===== config.mk =====
export PLATFORM = sky130hd
export DESIGN_NAME = best_fit_hole_allocator
export DESIGN_NICKNAME = d
export VERILOG_FILES = /design/src/rtl/bfha_pkg.sv /design/src/rtl/bfha_cell.sv /design/src/rtl/best_fit_hole_allocator.sv
export VERILOG_INCLUDE_DIRS = /design/src /design/src/rtl
export SDC_FILE = /design/constraint.sdc
export NUM_CORES = 1
export LEC_CHECK = 0
export BUFFER_PORTS_ARGS = -buffer_cell sky130_fd_sc_hd__clkbuf_2
export CORE_ASPECT_RATIO = 1.25
export CORE_UTILIZATION = 55
export DETAILED_ROUTE_END_ITERATION = 8
export PLACE_DENSITY_LB_ADDON = 0.1
export SLEW_MARGIN = 40
export SYNTH_ARGS = -nofsm -noshare
export SYNTH_HDL_FRONTEND = slang
export SYNTH_SLANG_ARGS = --single-unit

===== constraint.sdc =====
create_clock -name clk -period 7.12 [get_ports clk]
set_input_delay 0.356 -clock clk [delete_from_list [all_inputs] [get_ports clk]]
set_output_delay 0.356 -clock clk [all_outputs]
set_load 0.02 [all_outputs]

===== src/rtl/assert_macros.svh =====
// Assertion macros used by the top level of the hole allocator.
`ifndef ASSERT_MACROS_SVH
`define ASSERT_MACROS_SVH

// Same-cycle implication, disabled while reset is asserted.
`define ASSERT_IMPLIES(lbl, clk, rst_n, a, c, msg) \
	lbl: assert property (@(posedge clk) disable iff (!(rst_n)) (a) |-> (c)) \
		else $error(msg);

// Delayed implication: the consequence is checked a given delay after the antecedent.
`define ASSERT_DELAY(lbl, clk, rst_n, a, n, c, msg) \
	lbl: assert property (@(posedge clk) disable iff (!(rst_n)) (a) |-> ##n (c)) \
		else $error(msg);

`endif


===== src/rtl/bfha_pkg.sv =====
// Shared types, codes and defaults of the best-fit hole allocator.
package bfha_pkg;

	localparam int MAX_HOLES_DEF = 16;
	localparam int SIZE_BITS_DEF = 16;

	localparam int TYPE_BITS   = 2;
	localparam int AMOUNT_BITS = 16;
	localparam int STATUS_BITS = 2;
	localparam int TOTAL_BITS  = 20;

	localparam logic [TOTAL_BITS-1:0] TOTAL_MAX = 20'hFFFFF;

	localparam logic [TYPE_BITS-1:0] REQ_LOAD   = 2'd0;
	localparam logic [TYPE_BITS-1:0] REQ_ALLOC  = 2'd1;
	localparam logic [TYPE_BITS-1:0] REQ_REPORT = 2'd2;
	// Unused type code; behaves as a report.
	localparam logic [TYPE_BITS-1:0] REQ_SPARE  = 2'd3;

	localparam logic [STATUS_BITS-1:0] ST_OK    = 2'd0;
	localparam logic [STATUS_BITS-1:0] ST_NOFIT = 2'd1;
	localparam logic [STATUS_BITS-1:0] ST_FULL  = 2'd2;

	typedef struct packed {
		logic [TYPE_BITS-1:0]   req_type;
		logic [AMOUNT_BITS-1:0] amount;
	} bfha_req_t;

	typedef struct packed {
		logic [STATUS_BITS-1:0] status;
		logic [AMOUNT_BITS-1:0] granted_size;
		logic [AMOUNT_BITS-1:0] waste;
		logic [TOTAL_BITS-1:0]  internal_total;
		logic [TOTAL_BITS-1:0]  external_total;
	} bfha_rsp_t;

	// Per-phase commands broadcast from the sequencer to every cell.
	typedef struct packed {
		logic eval;
		logic load;
		logic grant;
	} bfha_ctl_t;

endpackage


===== src/rtl/bfha_cell.sv =====
// One slot of the sorted hole row: size, used flag and per-transaction match flags.
module bfha_cell #(
	parameter int SIZE_BITS = bfha_pkg::SIZE_BITS_DEF,
	parameter int CNT_BITS  = 5,
	parameter int IDX       = 0
) (
	input  logic                  clk,
	input  logic                  arst_n,
	input  bfha_pkg::bfha_ctl_t   ctl,
	input  logic [CNT_BITS-1:0]   count,
	input  logic [SIZE_BITS-1:0]  amount,
	input  logic                  pick,
	input  logic [SIZE_BITS-1:0]  left_size,
	input  logic                  left_used,
	input  logic                  left_ins,
	output logic [SIZE_BITS-1:0]  size,
	output logic                  used,
	output logic                  ins,
	output logic                  fit
);

	logic [SIZE_BITS-1:0] size_q;
	logic                 used_q;
	logic                 ins_q;
	logic                 fit_q;
	logic                 occ;

	assign occ = count > CNT_BITS'(IDX);

	// Hole size: shift in from the left neighbor, or take the new hole at the boundary.
	always_ff @(posedge clk) begin
		if (ctl.load && ins_q) begin
			size_q <= left_ins ? left_size : amount;
		end
	end

	always_ff @(posedge clk or negedge arst_n) begin
		if (!arst_n) begin
			used_q <= 1'b0;
			ins_q  <= 1'b0;
			fit_q  <= 1'b0;
		end else begin
			if (ctl.eval) begin
				// Insert point lies at or left of an empty slot or a larger hole.
				ins_q <= !occ || (size_q > amount);
				fit_q <= occ && !used_q && (amount <= size_q);
			end
			if (ctl.load && ins_q) begin
				used_q <= left_ins ? left_used : 1'b0;
			end else if (ctl.grant && pick) begin
				used_q <= 1'b1;
			end
		end
	end

	assign size = size_q;
	assign used = used_q;
	assign ins  = ins_q;
	assign fit  = fit_q;

endmodule


===== src/rtl/best_fit_hole_allocator.sv =====
// Top level of the best-fit hole allocator: sequencer, totals and the row of hole cells.
//
// The block keeps up to MAX_HOLES hole sizes in ascending order in a row of cells,
// each with a used flag. A load transaction inserts a free hole after any holes of
// equal size, or answers table full. An allocate transaction grants the smallest free
// hole that is at least the request (the first fitting one in sorted order), marks it
// used and adds the waste to the internal total, or answers no fit. A report
// transaction, and the unused type code, only return the totals. Every transaction
// returns exactly one result carrying the internal total and the free capacity
// (external total), both saturating at the 20-bit maximum.
// Timing: start is taken while busy is low; busy then stays high through the evaluate,
// pick, apply and respond states, and the result appears with done for one cycle right
// after. A new start is taken in that same cycle, but not before: a new transaction is
// accepted only once the last one is through the four-phase sequencer that drives the
// cell row. The receiver cannot stall: sample rsp whenever done is high. No clearing
// pass is needed after reset.
`include "assert_macros.svh"

module best_fit_hole_allocator #(
	parameter int MAX_HOLES = bfha_pkg::MAX_HOLES_DEF,
	parameter int SIZE_BITS = bfha_pkg::SIZE_BITS_DEF
) (
	input  logic                clk,
	input  logic                arst_n,
	input  logic                start,
	output logic                busy,
	input  bfha_pkg::bfha_req_t req,
	output logic                done,
	output bfha_pkg::bfha_rsp_t rsp
);

	localparam int CNT_BITS = $clog2(MAX_HOLES + 1);
	// Holes are never freed, so both sums stay below MAX_HOLES full-size holes.
	localparam int SUM_BITS = SIZE_BITS + CNT_BITS;
	localparam int TW = (SUM_BITS > bfha_pkg::TOTAL_BITS) ? SUM_BITS : bfha_pkg::TOTAL_BITS;
	localparam int FW = (SIZE_BITS > bfha_pkg::AMOUNT_BITS) ? SIZE_BITS : bfha_pkg::AMOUNT_BITS;

	typedef enum logic [4:0] {
		S_IDLE  = 5'b00001,
		S_EVAL  = 5'b00010,
		S_PICK  = 5'b00100,
		S_APPLY = 5'b01000,
		S_RESP  = 5'b10000
	} state_t;

	state_t                 state_q;
	bfha_pkg::bfha_req_t    req_q;
	logic [SIZE_BITS-1:0]   amt_q;
	logic [CNT_BITS-1:0]    hole_count_q;
	logic [SUM_BITS-1:0]    waste_sum_q;
	logic [SUM_BITS-1:0]    free_sum_q;
	logic                   full_q;
	logic [MAX_HOLES-1:0]   pick_q;
	logic                   hit_q;
	logic [SIZE_BITS-1:0]   gsize_q;
	bfha_pkg::bfha_rsp_t    rsp_q;
	logic                   done_q;

	logic                   accept;
	logic                   is_load;
	logic                   is_alloc;
	logic [FW-1:0]          amt_ext;
	bfha_pkg::bfha_ctl_t    ctl;

	logic [SIZE_BITS-1:0]   cell_size [MAX_HOLES];
	logic [MAX_HOLES-1:0]   cell_used;
	logic [MAX_HOLES-1:0]   cell_ins;
	logic [MAX_HOLES-1:0]   fit_vec;
	logic [SIZE_BITS-1:0]   granted_or;

	logic [SIZE_BITS-1:0]   waste_w;
	logic [SUM_BITS-1:0]    waste_sum_d;
	logic [SUM_BITS-1:0]    free_sum_d;
	logic [TW-1:0]          int_ext;
	logic [TW-1:0]          ext_ext;
	logic [FW-1:0]          gsize_ext;
	logic [FW-1:0]          waste_ext;
	bfha_pkg::bfha_rsp_t    rsp_d;

	assign accept   = start && (state_q == S_IDLE);
	assign is_load  = req_q.req_type == bfha_pkg::REQ_LOAD;
	assign is_alloc = req_q.req_type == bfha_pkg::REQ_ALLOC;
	// Keep only the low SIZE_BITS of the amount, zero-extend if storage is wider.
	assign amt_ext  = FW'(req.amount);

	// Broadcast phase commands to the row.
	always_comb begin
		ctl       = '0;
		ctl.eval  = state_q == S_EVAL;
		ctl.load  = (state_q == S_APPLY) && is_load && !full_q;
		ctl.grant = (state_q == S_APPLY) && is_alloc;
	end

	// Cell row: each cell hands its size, used flag and insert flag to its right neighbor.
	for (genvar i = 0; i < MAX_HOLES; i++) begin : g_cell
		logic [SIZE_BITS-1:0] l_size;
		logic                 l_used;
		logic                 l_ins;

		if (i == 0) begin : g_head
			assign l_size = '0;
			assign l_used = 1'b0;
			assign l_ins  = 1'b0;
		end else begin : g_body
			assign l_size = cell_size[i-1];
			assign l_used = cell_used[i-1];
			assign l_ins  = cell_ins[i-1];
		end

		bfha_cell #(
			.SIZE_BITS (SIZE_BITS),
			.CNT_BITS  (CNT_BITS),
			.IDX       (i)
		) u_cell (
			.clk       (clk),
			.arst_n    (arst_n),
			.ctl       (ctl),
			.count     (hole_count_q),
			.amount    (amt_q),
			.pick      (pick_q[i]),
			.left_size (l_size),
			.left_used (l_used),
			.left_ins  (l_ins),
			.size      (cell_size[i]),
			.used      (cell_used[i]),
			.ins       (cell_ins[i]),
			.fit       (fit_vec[i])
		);
	end

	// Granted size: at most one pick bit is set, so OR the masked sizes.
	always_comb begin
		granted_or = '0;
		for (int i = 0; i < MAX_HOLES; i++) begin
			granted_or = granted_or | (pick_q[i] ? cell_size[i] : '0);
		end
	end

	// Response math: waste, new totals, saturated result fields.
	always_comb begin
		waste_w     = gsize_q - amt_q;
		waste_sum_d = waste_sum_q;
		free_sum_d  = free_sum_q;
		if (is_alloc && hit_q) begin
			waste_sum_d = waste_sum_q + SUM_BITS'(waste_w);
			free_sum_d  = free_sum_q - SUM_BITS'(gsize_q);
		end else if (is_load && !full_q) begin
			free_sum_d  = free_sum_q + SUM_BITS'(amt_q);
		end
		int_ext   = TW'(waste_sum_d);
		ext_ext   = TW'(free_sum_d);
		gsize_ext = FW'(gsize_q);
		waste_ext = FW'(waste_w);

		rsp_d              = '0;
		rsp_d.status       = bfha_pkg::ST_OK;
		rsp_d.granted_size = '0;
		rsp_d.waste        = '0;
		if (is_load && full_q) begin
			rsp_d.status = bfha_pkg::ST_FULL;
		end else if (is_alloc && !hit_q) begin
			rsp_d.status = bfha_pkg::ST_NOFIT;
		end else if (is_alloc) begin
			rsp_d.granted_size = gsize_ext[bfha_pkg::AMOUNT_BITS-1:0];
			rsp_d.waste        = waste_ext[bfha_pkg::AMOUNT_BITS-1:0];
		end
		rsp_d.internal_total = (int_ext > TW'(bfha_pkg::TOTAL_MAX)) ?
			bfha_pkg::TOTAL_MAX : int_ext[bfha_pkg::TOTAL_BITS-1:0];
		rsp_d.external_total = (ext_ext > TW'(bfha_pkg::TOTAL_MAX)) ?
			bfha_pkg::TOTAL_MAX : ext_ext[bfha_pkg::TOTAL_BITS-1:0];
	end

	// Payload registers: hold the request for the whole transaction, capture the granted size and the response.
	always_ff @(posedge clk) begin
		if (accept) begin
			req_q <= req;
			amt_q <= amt_ext[SIZE_BITS-1:0];
		end
		if (state_q == S_APPLY) begin
			gsize_q <= granted_or;
		end
		if (state_q == S_RESP) begin
			rsp_q <= rsp_d;
		end
	end

	// Sequencer and control state.
	always_ff @(posedge clk or negedge arst_n) begin
		if (!arst_n) begin
			state_q      <= S_IDLE;
			hole_count_q <= '0;
			waste_sum_q  <= '0;
			free_sum_q   <= '0;
			full_q       <= 1'b0;
			pick_q       <= '0;
			hit_q        <= 1'b0;
			done_q       <= 1'b0;
		end else begin
			done_q <= 1'b0;
			case (state_q)
				S_IDLE: begin
					if (start) begin
						state_q <= S_EVAL;
					end
				end
				S_EVAL: begin
					// Cells register their match flags this cycle.
					full_q  <= hole_count_q == CNT_BITS'(MAX_HOLES);
					state_q <= S_PICK;
				end
				S_PICK: begin
					// Isolate the lowest fitting slot: smallest fitting hole.
					pick_q  <= fit_vec & ~(fit_vec - MAX_HOLES'(1));
					hit_q   <= |fit_vec;
					state_q <= S_APPLY;
				end
				S_APPLY: begin
					if (ctl.load) begin
						hole_count_q <= hole_count_q + CNT_BITS'(1);
					end
					state_q <= S_RESP;
				end
				S_RESP: begin
					waste_sum_q <= waste_sum_d;
					free_sum_q  <= free_sum_d;
					pick_q      <= '0;
					done_q      <= 1'b1;
					state_q     <= S_IDLE;
				end
				default: begin
					state_q <= S_IDLE;
				end
			endcase
		end
	end

	assign busy = state_q != S_IDLE;
	assign done = done_q;
	assign rsp  = rsp_q;

	`ASSERT_IMPLIES(a_pick_onehot0, clk, arst_n, 1'b1, $onehot0(pick_q), "more than one hole picked")
	`ASSERT_IMPLIES(a_count_bound, clk, arst_n, 1'b1, hole_count_q <= CNT_BITS'(MAX_HOLES), "hole count beyond table depth")
	`ASSERT_DELAY(a_result_latency, clk, arst_n, start && !busy, 5, done, "result missing five cycles after start")
	`ASSERT_IMPLIES(a_full_status, clk, arst_n, done && (rsp.status == bfha_pkg::ST_FULL), hole_count_q == CNT_BITS'(MAX_HOLES), "table full reported below capacity")

endmodule


==> impl_metrics.json <==
{
  "end_kind": "register",
  "clock.fmax_mhz": 196,
  "path_max_fanout": 29,
  "core_sq_um": 52800,
  "synth_compound_area_share_pct": 20.2,
  "ys_seq_area_share_pct": 47.3,
  "viasPerCell": 6.84,
  "post-cts-setup-buffers": 0,
  "fill_cells": 4349,
  "area_delta_synth_final_pct": 10.8,
  "muxShareOfSynthArea_pct": 0.140,
  "drive_gt1_share_pct": 9.11,
  "cts_tree": "done",
  "synth_edf_count": 364,
  "synth_warnings": 0,
  "final_nets": 3342,
  "final_cell_mix": "nand2_1 (408), edfxtp_1 (364), o21ai_0 (359)",
  "status": "complete, no violations",
  "syn_area_sq_um": 29400,
  "avgSynthCellArea_sq_um": 10.1,
  "die_width_um": 209,
  "wl_met1_mm": 40.3,
  "dpl_cell_area_sq_um": 30700,
  "ant_nets": 0,
  "num_io_pins": 97,
  "portBuffers": 96,
  "hpwlAfterDp_mm": 84.9,
  "power.density_nw_per_um2": 277,
  "ys_ff_latch": 483,
  "drtPass1Iterations": 6,
  "final_common_cell": "nand2_1",
  "switching_share_pct": 35.9,
  "wl_mm": 117,
  "grt_pass1_wl_mm": 166,
  "cpPeakStageDelay_ns": 0.72,
  "syn_inst": 2910,
  "worst_pin_slew_ns": 0.978,
  "fin_util_pct": 61.7,
  "arrival_ns": 5.42,
  "dieHeight_um": 261,
  "place_congestion": 1.01,
  "crit_type": "reg2reg",
  "synthDistinctLibCells": 72,
  "cts-root-buf": "clkbuf_16",
  "top_layer": "met5",
  "cp-start-kind": "register",
  "max_slew_margin_pct": 34.3,
  "clock_skew_ns": 0.0180,
  "drc": 0,
  "async_flop_share_pct": 24.6,
  "cts_buffer_depth": 3,
  "vdd_ir_drop_max_v": 0.000225,
  "worst-path-buf-inv": 2,
  "p_leak_uw": 0.0142,
  "grt_pass1_vias": 23977,
  "die_area_sq_um": 54500,
  "power.switching_uw": 3240,
  "hold_viol": 0,
  "combPwrFrac_pct": 30.7,
  "cts_inserted_buffers": 50,
  "holdWs_ns": 0.321,
  "yosys-top-cells-area": "edfxtp_1 (37%), ha_1 (14%), dfrtp_1 (10%)",
  "setup_tns_ns": 0,
  "grt_overflow": 0,
  "cts.sink_count": 483,
  "grt_max_degree": 70,
  "synth_adder_area_share_pct": 14.1,
  "row_count": 94,
  "slew_violations": 0,
  "period_minus_slack_ns": 5.09,
  "dr_wl_met3_mm": 11.7,
  "yosys.area_share.simple_pct": 12.4,
  "synth_nets": 3261,
  "sequentialPowerShare_pct": 39.0,
  "setup_viol": 0,
  "cts_max_level": 2,
  "post-synth-top-area-cell": "edfxtp_1",
  "rsz0062_at_grt": "no",
  "critPathTopFamily": "compound AO/OA/AOI/OAI gates",
  "internal_power_uw": 5780,
  "drt_first_iter_violations": 3305,
  "ys.flop_type": "edfxtp_1",
  "synth_top_family_by_area": "compound AO/OA/AOI/OAI gates",
  "wl_per_cell_um": 31.6,
  "maxCapViolCount": 0,
  "grt_use_total_pct": 43.0,
  "antenna_found_initial": 4,
  "stdcell_area_sq_um": 32600,
  "clock_latency_ns": 0.62,
  "synth_xor_area_share_pct": 2.20,
  "worst-endpoint-required_ns": 7.44,
  "path_clk_slew_ns": 0.07,
  "cts_resized": 0,
  "worstPathCellList": "inv_1 -> buf_4 -> ha_1 -> o21a_1 -> o21ai_0 -> a21oi_1 -> nor2_1 -> xnor2_1 -> ha_1 -> o21a_1 -> nor2_1 -> a31oi_1 -> o21ai_1 -> o21ai_1 -> nand4_1 -> xor2_2 -> o211ai_1",
  "crit_path_top_delay_cell": "xor2_2",
  "vias": 25343,
  "met2_length_mm": 52.2,
  "fin_crit_sh_pct": 71.5,
  "initial_core_util_pct": 55.7,
  "hp-class": "in2async",
  "clkPwrFrac_pct": 30.4,
  "yosys.area.top_type_share_pct": 37.1
}
-- flip-flops by register name (all words and copies together) (netlist names) --
| name | flops |
|---|---|
| hole_count_q | 5 |
| free_sum_q | 21 |
| done | 1 |
| rsp | 74 |
| amt_q | 16 |
| waste_sum_q | 21 |
| g_cell.u_cell.used | 16 |
| hit_q | 1 |
| gsize_ext | 16 |
| g_cell.u_cell.size | 256 |
| state_q | 5 |
| pick_q | 16 |
| full_q | 1 |
| g_cell.u_cell.fit | 16 |
| req_q | 2 |
| g_cell.u_cell.ins | 16 |
-- power by group through the flow --
stage	Clock (uW)	Combinational, uW	Sequential (uW)
detailed placement	0	2650	3570
global placement	0	2580	3560
finish	2740	2770	3520
CTS	2730	2680	3510
floorplan	0	1830	3470
global route	2830	3010	3530
-- worst reg2reg max path: cells and delay by family, from the launching register on --
family                   cells  cell delay, ns
AND/OR/NAND/NOR              3            0.36
adder cells (fa/ha/maj)      2            0.68
flip-flops                   1            0.50
AO/OA/AOI/OAI                8            1.89
XOR/XNOR                     2            0.88
buffers and inverters        2            0.50
-- stage by stage --
| step | power, uW | worst slack (ns) | cells |
|---|---|---|---|
| 6_report | 9020 | 2.03 | 3704 |
| 2_1_floorplan | 5300 | 2.35 | 2910 |
| 4_1_cts | 8920 | 2.04 | 3700 |
| 3_3_place_gp | 6140 | 2.20 | 3590 |
| 3_5_place_dp | 6220 | 2.08 | 3590 |
| 5_1_grt | 9370 | 1.66 | 3703 |
-- routing by layer --
layer  vias up  global-route usage (%)
met5         -                       0
met4         2                    39.5
met3       445                    8.81
met2      1657                    67.6
met1     12229                    49.7
li1      11010                       -
-- synth_stat cells (17+ instances only) --
cell type	count
a211oi_1	17
a21o_1	94
a21oi_1	158
a221oi_1	71
a22o_1	71
and2_1	17
clkbuf_1	137
dfrtp_1	118
edfxtp_1	364
ha_1	326
inv_1	142
nand2_1	408
nand2b_1	19
nand3_1	35
nand4_1	71
nor2_1	119
nor2b_1	32
nor3_1	37
o211ai_1	19
o21a_1	45
o21ai_0	359
xnor2_1	47
xor2_1	25
-- repair_timing --
action,4_1_cts,5_1_grt
endpoints found under the hold margin,67,2
setup endpoints to repair,0,0
hold buffers,18,2
-- path summary, 6_finish.rpt --
| kind | start | end | slack (ns) | cells past startpoint |
|---|---|---|---|---|
| setup / recovery | amt_q[4]$_DFFE_PP_ | rsp[21]$_SDFFCE_PN1P_ | 2.03 | 17 |
| hold / removal | arst_n | done$_DFF_PN0_ | 0.32 | 2 |
| setup reg to reg | amt_q[4]$_DFFE_PP_ | rsp[21]$_SDFFCE_PN1P_ | 2.03 | 17 |
| hold reg to reg | g_cell[14].u_cell.used$_DFFE_PN0P_ | g_cell[14].u_cell.fit$_DFFE_PN0P_ | 0.49 | 1 |
| max in group asynchronous | arst_n | pick_q[8]$_DFFE_PN0P_ | 5.62 | 3 |
| min in group clk | req[16] | req_q[16]$_DFFE_PP_ | 0.45 | 2 |
-- layout make-up --
type	count	area (sq um)	area share, %
multi-input combinational	2136	14500	44.5
sequential	483	13900	42.7
clock buffer	76	1530	4.68
timing repair buffer	178	1160	3.55
tap	672	841	2.58
inverter	142	534	1.64
clock inverter	16	126	0.388
antenna	1	2.50	0.00768
-- cells by family (layout without fill, tap and decap cells) --
| family | after synthesis | count (layout) |
|---|---|---|
| adder cells (fa/ha/maj) | 330 | 330 |
| AND/OR/NAND/NOR | 797 | 797 |
| multiplexers | 4 | 4 |
| flip-flops | 483 | 483 |
| AO/OA/AOI/OAI | 932 | 932 |
| buffers and inverters | 291 | 412 |
| XOR/XNOR | 73 | 73 |
| other | 0 | 1 |
(Power assumes the default switching activity.)
